**src/sv/nearest_centroid_metric_scorer_top_macros.svh**
```systemverilog
// Assertion helpers for the scorer; clk and rst_n must be in scope.
`ifndef NEAREST_CENTROID_METRIC_SCORER_TOP_MACROS_SVH
`define NEAREST_CENTROID_METRIC_SCORER_TOP_MACROS_SVH

// Same-cycle implication.
`define NCMS_ASSERT_NOW(name, ante, cons, msg) \
  name: assert property (@(posedge clk) disable iff (!rst_n) (ante) |-> (cons)) \
    else $error(msg);

// Next-cycle implication.
`define NCMS_ASSERT_NXT(name, ante, cons, msg) \
  name: assert property (@(posedge clk) disable iff (!rst_n) (ante) |=> (cons)) \
    else $error(msg);

`endif

```
**src/sv/ncms_pkg.sv**
```systemverilog
package ncms_pkg;

  // Field widths
  localparam int FEAT_W   = 24;
  localparam int VERT_W   = 8;
  localparam int VSC_W    = 16;   // vertex count scaled by 256
  localparam int CLASS_W  = 2;
  localparam int ACC_W    = 14;
  localparam int CNT_W    = 8;
  localparam int IDX_W    = 3;
  localparam int CFG_W    = 24;
  localparam int DIVD_W   = 22;   // hits * 10000 fits here
  localparam int SQ_N     = 6;    // squared differences per object
  localparam int SQ_CNT_W = 3;

  localparam logic [ACC_W-1:0] ACC_FULL    = 14'd10000;
  localparam logic [CNT_W-1:0] BATCH_RESET = 8'd10;

  // Register map
  typedef enum logic [IDX_W-1:0] {
    REG_C1_AREA  = 3'd0,
    REG_C1_PERIM = 3'd1,
    REG_C1_VERT  = 3'd2,
    REG_C2_AREA  = 3'd3,
    REG_C2_PERIM = 3'd4,
    REG_C2_VERT  = 3'd5,
    REG_BATCH    = 3'd6
  } reg_idx_t;

  // Decision codes
  localparam logic [CLASS_W-1:0] CLS_TIE = 2'd0;
  localparam logic [CLASS_W-1:0] CLS_C1  = 2'd1;
  localparam logic [CLASS_W-1:0] CLS_C2  = 2'd2;

  // Metric codes
  localparam logic [1:0] MET_CHEB = 2'd0;
  localparam logic [1:0] MET_MANH = 2'd1;
  localparam logic [1:0] MET_EUCL = 2'd2;

  // Control of the square-accumulate unit
  typedef struct packed {
    logic clr;
    logic mul_en;
    logic acc_en;
    logic acc_sel;
  } sq_ctl_t;

  function automatic logic [CLASS_W-1:0] decide(input logic lt, input logic gt);
    return lt ? CLS_C1 : (gt ? CLS_C2 : CLS_TIE);
  endfunction

endpackage

```
**src/sv/ncms_in_if.sv**
```systemverilog
interface ncms_in_if;
  import ncms_pkg::*;
  logic                valid;
  logic                ready;
  logic [FEAT_W-1:0]   obj_area;
  logic [FEAT_W-1:0]   obj_perimeter;
  logic [VERT_W-1:0]   obj_vertices;
  logic [CLASS_W-1:0]  true_class;

  modport source (output valid, obj_area, obj_perimeter, obj_vertices, true_class,
                  input ready);
  modport sink   (input valid, obj_area, obj_perimeter, obj_vertices, true_class,
                  output ready);
endinterface

```
**src/sv/ncms_out_if.sv**
```systemverilog
interface ncms_out_if;
  import ncms_pkg::*;
  logic               valid;
  logic               ready;
  logic [CLASS_W-1:0] class_cheb;
  logic [CLASS_W-1:0] class_manh;
  logic [CLASS_W-1:0] class_eucl;
  logic               batch_done;
  logic [ACC_W-1:0]   acc_cheb;
  logic [ACC_W-1:0]   acc_manh;
  logic [ACC_W-1:0]   acc_eucl;
  logic [1:0]         best_metric;

  modport source (output valid, class_cheb, class_manh, class_eucl, batch_done,
                  acc_cheb, acc_manh, acc_eucl, best_metric, input ready);
  modport sink   (input valid, class_cheb, class_manh, class_eucl, batch_done,
                  acc_cheb, acc_manh, acc_eucl, best_metric, output ready);
endinterface

```
**src/sv/ncms_cfg_if.sv**
```systemverilog
interface ncms_cfg_if;
  import ncms_pkg::*;
  logic             valid;
  logic             ready;
  logic [IDX_W-1:0] index;
  logic [CFG_W-1:0] data;

  modport source (output valid, index, data, input ready);
  modport sink   (input valid, index, data, output ready);
endinterface

```
**src/sv/ncms_sq.sv**
```systemverilog
module ncms_sq #(
  parameter int DW = 24
) (
  input  logic                 clk,
  input  ncms_pkg::sq_ctl_t    ctl,
  input  logic [DW-1:0]        op,
  output logic [2*DW+1:0]      acc0,
  output logic [2*DW+1:0]      acc1
);
  import ncms_pkg::*;

  localparam int SW = 2*DW + 2;

  logic [2*DW-1:0] prod_r;
  logic [SW-1:0]   acc0_r;
  logic [SW-1:0]   acc1_r;

  // Square, registered
  always_ff @(posedge clk) begin
    if (ctl.mul_en) begin
      prod_r <= op * op;
    end
  end

  // Accumulate into the sum of the selected centroid
  always_ff @(posedge clk) begin
    if (ctl.clr) begin
      acc0_r <= '0;
      acc1_r <= '0;
    end else if (ctl.acc_en) begin
      if (ctl.acc_sel) begin
        acc1_r <= acc1_r + SW'(prod_r);
      end else begin
        acc0_r <= acc0_r + SW'(prod_r);
      end
    end
  end

  assign acc0 = acc0_r;
  assign acc1 = acc1_r;
endmodule

```
**src/sv/ncms_div.sv**
```systemverilog
module ncms_div (
  input  logic                        clk,
  input  logic                        rst_n,
  input  logic                        start,
  input  logic [ncms_pkg::DIVD_W-1:0] dividend,
  input  logic [ncms_pkg::CNT_W-1:0]  divisor,
  output logic                        done,
  output logic [ncms_pkg::DIVD_W-1:0] quotient
);
  import ncms_pkg::*;

  localparam int DCNT_W = $clog2(DIVD_W + 1);

  logic              busy_r;
  logic              done_r;
  logic [DCNT_W-1:0] cnt_r;
  logic [CNT_W-1:0]  rem_r;
  logic [DIVD_W-1:0] quo_r;
  logic [CNT_W:0]    trial;
  logic              ge;

  // One restoring step: shift in the next dividend bit, subtract if it fits
  always_comb begin
    trial = {rem_r, quo_r[DIVD_W-1]};
    ge    = (trial >= {1'b0, divisor});
  end

  always_ff @(posedge clk) begin
    if (!rst_n) begin
      busy_r <= 1'b0;
      done_r <= 1'b0;
      cnt_r  <= '0;
    end else begin
      done_r <= 1'b0;
      if (start) begin
        busy_r <= 1'b1;
        cnt_r  <= DCNT_W'(DIVD_W);
      end else if (busy_r) begin
        cnt_r <= cnt_r - 1'b1;
        if (cnt_r == DCNT_W'(1)) begin
          busy_r <= 1'b0;
          done_r <= 1'b1;
        end
      end
    end
  end

  // Datapath
  always_ff @(posedge clk) begin
    if (start) begin
      rem_r <= '0;
      quo_r <= dividend;
    end else if (busy_r) begin
      rem_r <= ge ? CNT_W'(trial - {1'b0, divisor}) : trial[CNT_W-1:0];
      quo_r <= {quo_r[DIVD_W-2:0], ge};
    end
  end

  assign done     = done_r;
  assign quotient = quo_r;
endmodule

```
**src/sv/nearest_centroid_metric_scorer_top.sv**
```systemverilog
// Each input word passes the difference, square-accumulate and decision states;
// the square-accumulate unit takes one squared difference per cycle, six per word.
// A new input word is taken only once the result word is handed off; the last
// word of a batch adds three 22-step restoring divisions in the shared divider.
// Reset (rst_n, synchronous, active low): registers to defaults (batch size 10),
// counters to zero, output empty; no clearing pass.
`include "nearest_centroid_metric_scorer_top_macros.svh"

module nearest_centroid_metric_scorer_top #(
  parameter int FEATURE_WIDTH = 24,
  parameter int MAX_BATCH     = 255
) (
  input  logic        clk,
  input  logic        rst_n,
  ncms_in_if.sink     in_ch,
  ncms_out_if.source  out_ch,
  ncms_cfg_if.sink    cfg_ch
);
  import ncms_pkg::*;

  localparam int FW = (FEATURE_WIDTH < FEAT_W) ? FEATURE_WIDTH : FEAT_W;
  localparam int DW = (FW > VSC_W) ? FW : VSC_W;
  localparam int SW = 2*DW + 2;
  localparam int MW = DW + 2;
  localparam logic [CNT_W-1:0] MAXB_C =
    (MAX_BATCH < (1 << CNT_W) - 1) ? CNT_W'(MAX_BATCH) : '1;

  typedef enum logic [5:0] {
    S_IDLE = 6'b000001,
    S_DIFF = 6'b000010,
    S_SQ   = 6'b000100,
    S_DEC  = 6'b001000,
    S_DIV  = 6'b010000,
    S_DONE = 6'b100000
  } state_t;

  state_t state_r, state_nxt;

  // Configuration registers
  logic [FEAT_W-1:0] c1_area_r, c1_perim_r, c2_area_r, c2_perim_r;
  logic [VERT_W-1:0] c1_vert_r, c2_vert_r;
  logic [CNT_W-1:0]  batch_size_r;

  // Object and working registers
  logic [FW-1:0]       obj_a_r, obj_p_r;
  logic [VERT_W-1:0]   obj_v_r;
  logic [CLASS_W-1:0]  label_r;
  logic [DW-1:0]       diff_r [SQ_N];
  logic [SQ_CNT_W-1:0] cnt_r;
  logic [CLASS_W-1:0]  kc_r, km_r, ke_r;
  logic [CNT_W-1:0]    seen_r, hits_c_r, hits_m_r, hits_e_r;
  logic                batch_end_r;
  logic [1:0]          met_r;
  logic                div_go_r;
  logic [ACC_W-1:0]    acc_r [3];

  // Output register
  logic               out_valid_r;
  logic [CLASS_W-1:0] out_kc_r, out_km_r, out_ke_r;
  logic               out_done_r;
  logic [ACC_W-1:0]   out_ac_r, out_am_r, out_ae_r;
  logic [1:0]         out_best_r;

  // Configuration write port
  assign cfg_ch.ready = 1'b1;

  always_ff @(posedge clk) begin
    if (!rst_n) begin
      c1_area_r    <= '0;
      c1_perim_r   <= '0;
      c1_vert_r    <= '0;
      c2_area_r    <= '0;
      c2_perim_r   <= '0;
      c2_vert_r    <= '0;
      batch_size_r <= BATCH_RESET;
    end else if (cfg_ch.valid) begin
      unique case (reg_idx_t'(cfg_ch.index))
        REG_C1_AREA:  c1_area_r    <= cfg_ch.data;
        REG_C1_PERIM: c1_perim_r   <= cfg_ch.data;
        REG_C1_VERT:  c1_vert_r    <= cfg_ch.data[VERT_W-1:0];
        REG_C2_AREA:  c2_area_r    <= cfg_ch.data;
        REG_C2_PERIM: c2_perim_r   <= cfg_ch.data;
        REG_C2_VERT:  c2_vert_r    <= cfg_ch.data[VERT_W-1:0];
        REG_BATCH:    batch_size_r <= cfg_ch.data[CNT_W-1:0];
        default: ;
      endcase
    end
  end

  // Absolute differences, centroid 1 in slots 0..2, centroid 2 in 3..5
  logic [DW-1:0] opx [SQ_N];
  logic [DW-1:0] opy [SQ_N];
  logic [DW-1:0] dabs [SQ_N];

  always_comb begin
    opx[0] = DW'(obj_a_r);
    opx[1] = DW'(obj_p_r);
    opx[2] = DW'({obj_v_r, 8'h00});
    opx[3] = opx[0];
    opx[4] = opx[1];
    opx[5] = opx[2];
    opy[0] = DW'(c1_area_r[FW-1:0]);
    opy[1] = DW'(c1_perim_r[FW-1:0]);
    opy[2] = DW'({c1_vert_r, 8'h00});
    opy[3] = DW'(c2_area_r[FW-1:0]);
    opy[4] = DW'(c2_perim_r[FW-1:0]);
    opy[5] = DW'({c2_vert_r, 8'h00});
    for (int i = 0; i < SQ_N; i++) begin
      dabs[i] = (opx[i] > opy[i]) ? opx[i] - opy[i] : opy[i] - opx[i];
    end
  end

  // Chebyshev and Manhattan from the stored differences
  logic [DW-1:0] cheb0, cheb1;
  logic [MW-1:0] manh0, manh1;

  always_comb begin
    cheb0 = diff_r[2];
    if (diff_r[0] > cheb0) cheb0 = diff_r[0];
    if (diff_r[1] > cheb0) cheb0 = diff_r[1];
    cheb1 = diff_r[5];
    if (diff_r[3] > cheb1) cheb1 = diff_r[3];
    if (diff_r[4] > cheb1) cheb1 = diff_r[4];
    manh0 = MW'(diff_r[0]) + MW'(diff_r[1]) + MW'(diff_r[2]);
    manh1 = MW'(diff_r[3]) + MW'(diff_r[4]) + MW'(diff_r[5]);
  end

  // Shared square-accumulate unit
  sq_ctl_t             sq_ctl;
  logic [SQ_CNT_W-1:0] sq_idx;
  logic [SW-1:0]       eucl0, eucl1;

  always_comb begin
    sq_ctl.clr     = (state_r == S_DIFF);
    sq_ctl.mul_en  = (state_r == S_SQ) && (cnt_r < SQ_CNT_W'(SQ_N));
    sq_ctl.acc_en  = (state_r == S_SQ) && (cnt_r != '0);
    sq_ctl.acc_sel = (cnt_r > SQ_CNT_W'(3));
    sq_idx         = (cnt_r < SQ_CNT_W'(SQ_N)) ? cnt_r : '0;
  end

  ncms_sq #(.DW(DW)) u_sq (
    .clk  (clk),
    .ctl  (sq_ctl),
    .op   (diff_r[sq_idx]),
    .acc0 (eucl0),
    .acc1 (eucl1)
  );

  // Batch bookkeeping
  logic [CNT_W-1:0] batch_one, batch_eff;
  logic [CNT_W:0]   seen_sum;
  logic             batch_end;
  logic [CNT_W-1:0] hits_c_upd, hits_m_upd, hits_e_upd;
  logic [CLASS_W-1:0] ke;

  always_comb begin
    batch_one  = (batch_size_r == '0) ? CNT_W'(1) : batch_size_r;
    batch_eff  = (batch_one > MAXB_C) ? MAXB_C : batch_one;
    seen_sum   = {1'b0, seen_r} + 1'b1;
    batch_end  = (seen_sum >= {1'b0, batch_eff});
    ke         = decide(eucl0 < eucl1, eucl0 > eucl1);
    hits_c_upd = hits_c_r + CNT_W'(kc_r == label_r);
    hits_m_upd = hits_m_r + CNT_W'(km_r == label_r);
    hits_e_upd = hits_e_r + CNT_W'(ke == label_r);
  end

  // Accuracy division, one metric at a time
  logic [CNT_W-1:0]  hits_sel;
  logic [DIVD_W-1:0] dividend;
  logic              div_done;
  logic [DIVD_W-1:0] quotient;
  logic [ACC_W-1:0]  acc_clamped;

  always_comb begin
    case (met_r)
      MET_CHEB: hits_sel = hits_c_r;
      MET_MANH: hits_sel = hits_m_r;
      default:  hits_sel = hits_e_r;
    endcase
    dividend    = DIVD_W'(hits_sel) * DIVD_W'(ACC_FULL);
    acc_clamped = (quotient > DIVD_W'(ACC_FULL)) ? ACC_FULL : quotient[ACC_W-1:0];
  end

  ncms_div u_div (
    .clk      (clk),
    .rst_n    (rst_n),
    .start    (div_go_r),
    .dividend (dividend),
    .divisor  (batch_eff),
    .done     (div_done),
    .quotient (quotient)
  );

  // Result hand-off
  logic       out_load;
  logic [1:0] best;

  always_comb begin
    out_load = (state_r == S_DONE) && (!out_valid_r || out_ch.ready);
    if (!batch_end_r) begin
      best = MET_CHEB;
    end else if (acc_r[0] > acc_r[1] && acc_r[0] > acc_r[2]) begin
      best = MET_CHEB;
    end else if (acc_r[1] > acc_r[2]) begin
      best = MET_MANH;
    end else begin
      best = MET_EUCL;
    end
  end

  // Sequencer next state
  always_comb begin
    state_nxt = state_r;
    unique case (state_r)
      S_IDLE: if (in_ch.valid) state_nxt = S_DIFF;
      S_DIFF: state_nxt = S_SQ;
      S_SQ:   if (cnt_r == SQ_CNT_W'(SQ_N)) state_nxt = S_DEC;
      S_DEC:  state_nxt = batch_end ? S_DIV : S_DONE;
      S_DIV:  if (div_done && met_r == MET_EUCL) state_nxt = S_DONE;
      S_DONE: if (out_load) state_nxt = S_IDLE;
      default: state_nxt = S_IDLE;
    endcase
  end

  assign in_ch.ready = (state_r == S_IDLE);

  // Control registers
  always_ff @(posedge clk) begin
    if (!rst_n) begin
      state_r     <= S_IDLE;
      cnt_r       <= '0;
      seen_r      <= '0;
      hits_c_r    <= '0;
      hits_m_r    <= '0;
      hits_e_r    <= '0;
      batch_end_r <= 1'b0;
      met_r       <= MET_CHEB;
      div_go_r    <= 1'b0;
      out_valid_r <= 1'b0;
    end else begin
      state_r  <= state_nxt;
      div_go_r <= 1'b0;
      if (state_r == S_DIFF) begin
        cnt_r <= '0;
      end
      if (state_r == S_SQ) begin
        cnt_r <= cnt_r + 1'b1;
      end
      if (state_r == S_DEC) begin
        hits_c_r <= hits_c_upd;
        hits_m_r <= hits_m_upd;
        hits_e_r <= hits_e_upd;
        batch_end_r <= batch_end;
        if (batch_end) begin
          seen_r   <= '0;
          met_r    <= MET_CHEB;
          div_go_r <= 1'b1;
        end else begin
          seen_r <= seen_sum[CNT_W-1:0];
        end
      end
      if (state_r == S_DIV && div_done) begin
        if (met_r == MET_EUCL) begin
          hits_c_r <= '0;
          hits_m_r <= '0;
          hits_e_r <= '0;
        end else begin
          met_r    <= met_r + 1'b1;
          div_go_r <= 1'b1;
        end
      end
      if (out_load) begin
        out_valid_r <= 1'b1;
      end else if (out_ch.ready) begin
        out_valid_r <= 1'b0;
      end
    end
  end

  // Payload registers
  always_ff @(posedge clk) begin
    if (in_ch.valid && in_ch.ready) begin
      obj_a_r <= in_ch.obj_area[FW-1:0];
      obj_p_r <= in_ch.obj_perimeter[FW-1:0];
      obj_v_r <= in_ch.obj_vertices;
      label_r <= in_ch.true_class;
    end
    if (state_r == S_DIFF) begin
      for (int i = 0; i < SQ_N; i++) begin
        diff_r[i] <= dabs[i];
      end
    end
    if (state_r == S_SQ && cnt_r == '0) begin
      kc_r <= decide(cheb0 < cheb1, cheb0 > cheb1);
      km_r <= decide(manh0 < manh1, manh0 > manh1);
    end
    if (state_r == S_DEC) begin
      ke_r <= ke;
      if (!batch_end) begin
        for (int i = 0; i < 3; i++) begin
          acc_r[i] <= '0;
        end
      end
    end
    if (state_r == S_DIV && div_done) begin
      acc_r[met_r] <= acc_clamped;
    end
    if (out_load) begin
      out_kc_r   <= kc_r;
      out_km_r   <= km_r;
      out_ke_r   <= ke_r;
      out_done_r <= batch_end_r;
      out_ac_r   <= acc_r[0];
      out_am_r   <= acc_r[1];
      out_ae_r   <= acc_r[2];
      out_best_r <= best;
    end
  end

  assign out_ch.valid       = out_valid_r;
  assign out_ch.class_cheb  = out_kc_r;
  assign out_ch.class_manh  = out_km_r;
  assign out_ch.class_eucl  = out_ke_r;
  assign out_ch.batch_done  = out_done_r;
  assign out_ch.acc_cheb    = out_ac_r;
  assign out_ch.acc_manh    = out_am_r;
  assign out_ch.acc_eucl    = out_ae_r;
  assign out_ch.best_metric = out_best_r;

  // Checks
  `NCMS_ASSERT_NXT(a_busy_after_accept, in_ch.valid && in_ch.ready, !in_ch.ready, "ready after accept")
  `NCMS_ASSERT_NOW(a_idle_fields_zero, out_ch.valid && !out_ch.batch_done, out_ch.acc_cheb == '0 && out_ch.acc_manh == '0 && out_ch.acc_eucl == '0 && out_ch.best_metric == MET_CHEB, "accuracy fields set off batch end")
  `NCMS_ASSERT_NOW(a_acc_bound, out_ch.valid, out_ch.acc_cheb <= ACC_FULL && out_ch.acc_manh <= ACC_FULL && out_ch.acc_eucl <= ACC_FULL, "accuracy above full scale")
  `NCMS_ASSERT_NOW(a_best_cheb, out_ch.valid && out_ch.batch_done && out_ch.best_metric == MET_CHEB, out_ch.acc_cheb > out_ch.acc_manh && out_ch.acc_cheb > out_ch.acc_eucl, "wrong best metric")
endmodule

```
**src/flat_wrapper.sv**
```systemverilog
// flat-port wrapper written by rule: the top's interface ports become plain ports
module nearest_centroid_metric_scorer_top_flat import ncms_pkg::*;
#(
  parameter int FEATURE_WIDTH = 24,
  parameter int MAX_BATCH     = 255
)
  (clk, rst_n, in_ch_valid, in_ch_obj_area, in_ch_obj_perimeter, in_ch_obj_vertices, in_ch_true_class, in_ch_ready, out_ch_valid, out_ch_class_cheb, out_ch_class_manh, out_ch_class_eucl, out_ch_batch_done, out_ch_acc_cheb, out_ch_acc_manh, out_ch_acc_eucl, out_ch_best_metric, out_ch_ready, cfg_ch_valid, cfg_ch_index, cfg_ch_data, cfg_ch_ready);
  ncms_in_if in_ch_i ();
  ncms_out_if out_ch_i ();
  ncms_cfg_if cfg_ch_i ();
  input  logic clk;
  input  logic rst_n;
  input wire logic [$bits(in_ch_i.valid)-1:0] in_ch_valid;
  input wire logic [$bits(in_ch_i.obj_area)-1:0] in_ch_obj_area;
  input wire logic [$bits(in_ch_i.obj_perimeter)-1:0] in_ch_obj_perimeter;
  input wire logic [$bits(in_ch_i.obj_vertices)-1:0] in_ch_obj_vertices;
  input wire logic [$bits(in_ch_i.true_class)-1:0] in_ch_true_class;
  output wire logic [$bits(in_ch_i.ready)-1:0] in_ch_ready;
  output wire logic [$bits(out_ch_i.valid)-1:0] out_ch_valid;
  output wire logic [$bits(out_ch_i.class_cheb)-1:0] out_ch_class_cheb;
  output wire logic [$bits(out_ch_i.class_manh)-1:0] out_ch_class_manh;
  output wire logic [$bits(out_ch_i.class_eucl)-1:0] out_ch_class_eucl;
  output wire logic [$bits(out_ch_i.batch_done)-1:0] out_ch_batch_done;
  output wire logic [$bits(out_ch_i.acc_cheb)-1:0] out_ch_acc_cheb;
  output wire logic [$bits(out_ch_i.acc_manh)-1:0] out_ch_acc_manh;
  output wire logic [$bits(out_ch_i.acc_eucl)-1:0] out_ch_acc_eucl;
  output wire logic [$bits(out_ch_i.best_metric)-1:0] out_ch_best_metric;
  input wire logic [$bits(out_ch_i.ready)-1:0] out_ch_ready;
  input wire logic [$bits(cfg_ch_i.valid)-1:0] cfg_ch_valid;
  input wire logic [$bits(cfg_ch_i.index)-1:0] cfg_ch_index;
  input wire logic [$bits(cfg_ch_i.data)-1:0] cfg_ch_data;
  output wire logic [$bits(cfg_ch_i.ready)-1:0] cfg_ch_ready;
  assign in_ch_i.valid = in_ch_valid;
  assign in_ch_i.obj_area = in_ch_obj_area;
  assign in_ch_i.obj_perimeter = in_ch_obj_perimeter;
  assign in_ch_i.obj_vertices = in_ch_obj_vertices;
  assign in_ch_i.true_class = in_ch_true_class;
  assign in_ch_ready = in_ch_i.ready;
  assign out_ch_valid = out_ch_i.valid;
  assign out_ch_class_cheb = out_ch_i.class_cheb;
  assign out_ch_class_manh = out_ch_i.class_manh;
  assign out_ch_class_eucl = out_ch_i.class_eucl;
  assign out_ch_batch_done = out_ch_i.batch_done;
  assign out_ch_acc_cheb = out_ch_i.acc_cheb;
  assign out_ch_acc_manh = out_ch_i.acc_manh;
  assign out_ch_acc_eucl = out_ch_i.acc_eucl;
  assign out_ch_best_metric = out_ch_i.best_metric;
  assign out_ch_i.ready = out_ch_ready;
  assign cfg_ch_i.valid = cfg_ch_valid;
  assign cfg_ch_i.index = cfg_ch_index;
  assign cfg_ch_i.data = cfg_ch_data;
  assign cfg_ch_ready = cfg_ch_i.ready;
  nearest_centroid_metric_scorer_top #(.FEATURE_WIDTH(FEATURE_WIDTH), .MAX_BATCH(MAX_BATCH)) u_core (.clk(clk), .rst_n(rst_n), .in_ch(in_ch_i), .out_ch(out_ch_i), .cfg_ch(cfg_ch_i));
endmodule
```
**config.mk**
```make
export PLATFORM = sky130hd
export DESIGN_NAME = nearest_centroid_metric_scorer_top_flat
export DESIGN_NICKNAME = d
export VERILOG_FILES = /design/src/sv/ncms_pkg.sv /design/src/sv/ncms_in_if.sv /design/src/sv/ncms_out_if.sv /design/src/sv/ncms_cfg_if.sv /design/src/sv/ncms_sq.sv /design/src/sv/ncms_div.sv /design/src/sv/nearest_centroid_metric_scorer_top.sv /design/src/flat_wrapper.sv
export VERILOG_INCLUDE_DIRS = /design/src /design/src/sv
export SDC_FILE = /design/constraint.sdc
export NUM_CORES = 2
export LEC_CHECK = 0
export ABC_AREA = 0
export BUFFER_PORTS_ARGS = -buffer_cell sky130_fd_sc_hd__buf_2
export CORE_UTILIZATION = 59
export CTS_CLUSTER_DIAMETER = 150
export DETAILED_ROUTE_END_ITERATION = 10
export GPL_ROUTABILITY_DRIVEN = 1
export PLACE_DENSITY = 0.82
export SYNTH_ARGS = -nofsm -noshare
export SYNTH_HDL_FRONTEND = slang
export SYNTH_SLANG_ARGS = --single-unit
```
**constraint.sdc**
```tcl
create_clock -name clk -period 7.85 [get_ports clk]
set_input_delay 1.57 -clock clk [delete_from_list [all_inputs] [get_ports clk]]
set_output_delay 1.57 -clock clk [all_outputs]
set_load 0.02 [all_outputs]
```
==> impl_metrics.json <==
{
  "slew_viol_final": 0,
  "rrSetupSlack_ns": -0.07,
  "switching_share_pct": 44.0,
  "min_period_ns": 7.92,
  "cts_tree": "done",
  "worstSetupPathType": "reg2reg",
  "grt_max_degree": 87,
  "worstMarginPinSlew_ns": 1.20,
  "synth_area_leaders": "ha_1 (16%), edfxtp_1 (15%), fa_1 (14%), dfxtp_1 (8.7%), inv_1 (6.3%)",
  "synth-edff-count": 336,
  "hp-start": "u_core.ke_r[1]",
  "dp_hpwl_um": 162000,
  "post-route-drc-count": 0,
  "finalSetupViolations": 9,
  "ys.flop_type": "edfxtp_1",
  "antenna_found_initial": 11,
  "syn2layout_area_growth_pct": 13.4,
  "syn_inst": 7664,
  "seq_power_share_pct": 16.4,
  "place_ws_ns": -0.319,
  "io_buffers": 142,
  "critPathSlowestCell": "fa_1",
  "netlist.area_leader.share_pct": 16.3,
  "first_iter_violations": 5225,
  "die_area_sq_um": 113000,
  "crit_fanout": 5,
  "ios": 144,
  "ant_nets": 0,
  "rows": 122,
  "gp_congestion": 1.07,
  "overflow": 0,
  "clk_path_buf_depth": 3,
  "postCtsHoldBufs": 0,
  "worst_skew_pair.late_latency_ns": 0.68,
  "cts-root-buf": "clkbuf_16",
  "peakVddDrop_mv": 0.719,
  "clk_pin_slew_ns": 0.06,
  "cts_buffers": 70,
  "die_h_um": 336,
  "grt_usage_pct": 35.2,
  "setup_ws_ns": -0.0669,
  "firstDrtPassIters": 8,
  "dp.cells": 9443,
  "post_synth_num_cell_types": 90,
  "p_int_w": 0.0146,
  "pwr-share-clk_pct": 12.8,
  "hold_violations": 0,
  "routedWlPerCell_um": 21.0,
  "min_path_cells": 0,
  "viasPerCell": 6.06,
  "initial_core_util_pct": 59.5,
  "grt_setup_unrepaired": "yes",
  "die_w_um": 336,
  "r2r_end": "u_core.u_sq.prod_r[44]",
  "synth_seq_cells": 621,
  "drt_wl_total_um": 203000,
  "ys_top_cells_by_count": "inv_1 (1103), nand2_1 (869), ha_1 (856), a21oi_1 (685), nor2_1 (491)",
  "run_status": "finished, violations left",
  "layout.nets": 9496,
  "ys_seq_area_share_pct": 24.0,
  "cp_top_family": "adder cells",
  "grt_pass1_vias": 57400,
  "drive_above_1_share_pct": 12.3,
  "switchingPower_w": 0.0115,
  "yosys_warnings": 0,
  "reg2reg_depth": 33,
  "power_density_nw_per_um2": 350,
  "syn-num-nets": 9070,
  "grt_pass1_wl_um": 310000,
  "fmax_ghz": 0.126,
  "drv_cap": 0,
  "route.vias.total": 58400,
  "hold_slack_ns": 0.419,
  "crit_top_cell": "fa_1",
  "async_reset_ff_share_pct": 0,
  "skew_ns": 0.0520,
  "start_kind": "flip-flop",
  "avgSynthCellArea_sq_um": 8.60,
  "yosys.area.top_type": "ha_1",
  "reg2reg_from": "u_core.cnt_r[2]",
  "htreeDepth": 3,
  "violations": "negative setup slack",
  "cts_sinks": 621,
  "crit_path_end_kind": "flip-flop",
  "synth.most_common_cell": "inv_1",
  "leakage_nw": 35.0,
  "min_to": "u_core.out_ch.class_eucl[1]",
  "core_area_sq_um": 111000,
  "arrival_ns": 8.30,
  "worstPathRequired_ns": 8.23,
  "hold_class": "reg2reg",
  "fin_util_pct": 67.5,
  "path_buf_inv": 12,
  "fin_cells": 9643,
  "max_slew_margin_pct": 17.8,
  "p_comb_share_pct": 70.8,
  "max_stage_delay_ns": 0.55,
  "synth_area_sq_um": 65900,
  "period_share_pct": 101
}
## metrics by stage
step,TNS (ns),area [sq um],power [W]
floorplan,-0.00666,66100,0.0141
global placement,-0.660,70900,0.0192
detailed placement,-2.69,70900,0.0198
CTS,0,74200,0.0246
global route,-2.58,74700,0.0278
finish,-0.392,74700,0.0261
## cells by family after synthesis
family	share of synthesized area (%)
DFF	24.0
other	0.00569
xor gates and xnor gates	4.53
buffers and inverters	7.91
AOI/OAI and AO/OA	16.9
adders and majority gates	30.2
and+or+nand+nor	14.3
muxes	2.17
## power groups by stage
stage	logic [W]	clock network (W)	registers, W
floorplan	0.00986	0	0.00427
global placement	0.0149	0	0.00433
detailed placement	0.0154	0	0.00434
CTS	0.0170	0.00337	0.00427
global route	0.0200	0.00350	0.00428
finish	0.0185	0.00335	0.00428
## layer usage
layer / GRT usage [%] / up-vias / wire, um
li1: - / 26900 / -
met1: 42.8 / 27900 / 77300
met2: 58.5 / 2831 / 93800
met3: 5.70 / 752 / 17200
met4: 21.5 / 4 / 14500
met5: 0 / - / 26
## worst max-delay path by stage
stage | slack (ns) | start | end | cells after the start
finish | -0.07 | u_core.cnt_r[2] | u_core.u_sq.prod_r[44] | 33
global route | -0.27 | u_core.cnt_r[2] | u_core.u_sq.prod_r[40] | 35
CTS | 0.0005 | u_core.cnt_r[2] | u_core.u_sq.prod_r[40] | 34
detailed placement | -0.32 | u_core.cnt_r[2] | u_core.u_sq.prod_r[47] | 31
global placement | -0.1 | u_core.cnt_r[1] | u_core.u_sq.prod_r[45] | 33
floorplan | -0.007 | u_core.cnt_r[1] | u_core.u_sq.prod_r[40] | 33
## sequential cells by signal (all words and copies together) (netlist names), 24 cells and up
| signal | flops |
|---|---|
| u_core.obj_p_r | 24 |
| u_core.c2_area_r | 24 |
| u_core.c1_area_r | 24 |
| u_core.diff_r | 114 |
| u_core.c2_perim_r | 24 |
| u_core.obj_a_r | 24 |
| u_core.u_sq.prod_r | 47 |
| u_core.u_sq.acc1 | 50 |
| u_core.acc_r | 42 |
| u_core.u_sq.acc0 | 50 |
| u_core.c1_perim_r | 24 |
## layout make-up
class	count	area [sq um]
Antenna cell	8	20.0
Clock buffer	97	1990
Clock inverter	32	353
Fill cell	8606	36000
Inverter	1117	4230
Multi-Input combinational cell	5663	45900
Sequential cell	621	15800
Tap cell	1488	1860
Timing Repair Buffer	617	4560
## repair_timing
item,4_1_cts,5_1_grt
endpoints found under the setup margin,16,23
resized for setup,173,92
buffers inserted,51,16
pin swaps,100,57
hold endpoints to repair,0,0
## placed cells by master, fill, tap and decap left out, types with 51 or more instances in the layout
cell type,instances
buf_4,432
ha_1,836
clkbuf_16,73
a21o_1,254
nor3_1,93
inv_1,1066
fa_1,442
mux2i_1,119
a211oi_1,55
nand4_1,103
nor2_1,462
xor2_1,141
buf_2,142
xnor2_1,199
edfxtp_1,336
o21ai_0,317
nand2_1,841
nor2b_1,107
dfxtp_1,282
a31oi_1,51
a21oi_1,667
nand3_1,108
nand2b_1,75
o21a_1,66
(Power assumes the default switching activity.)
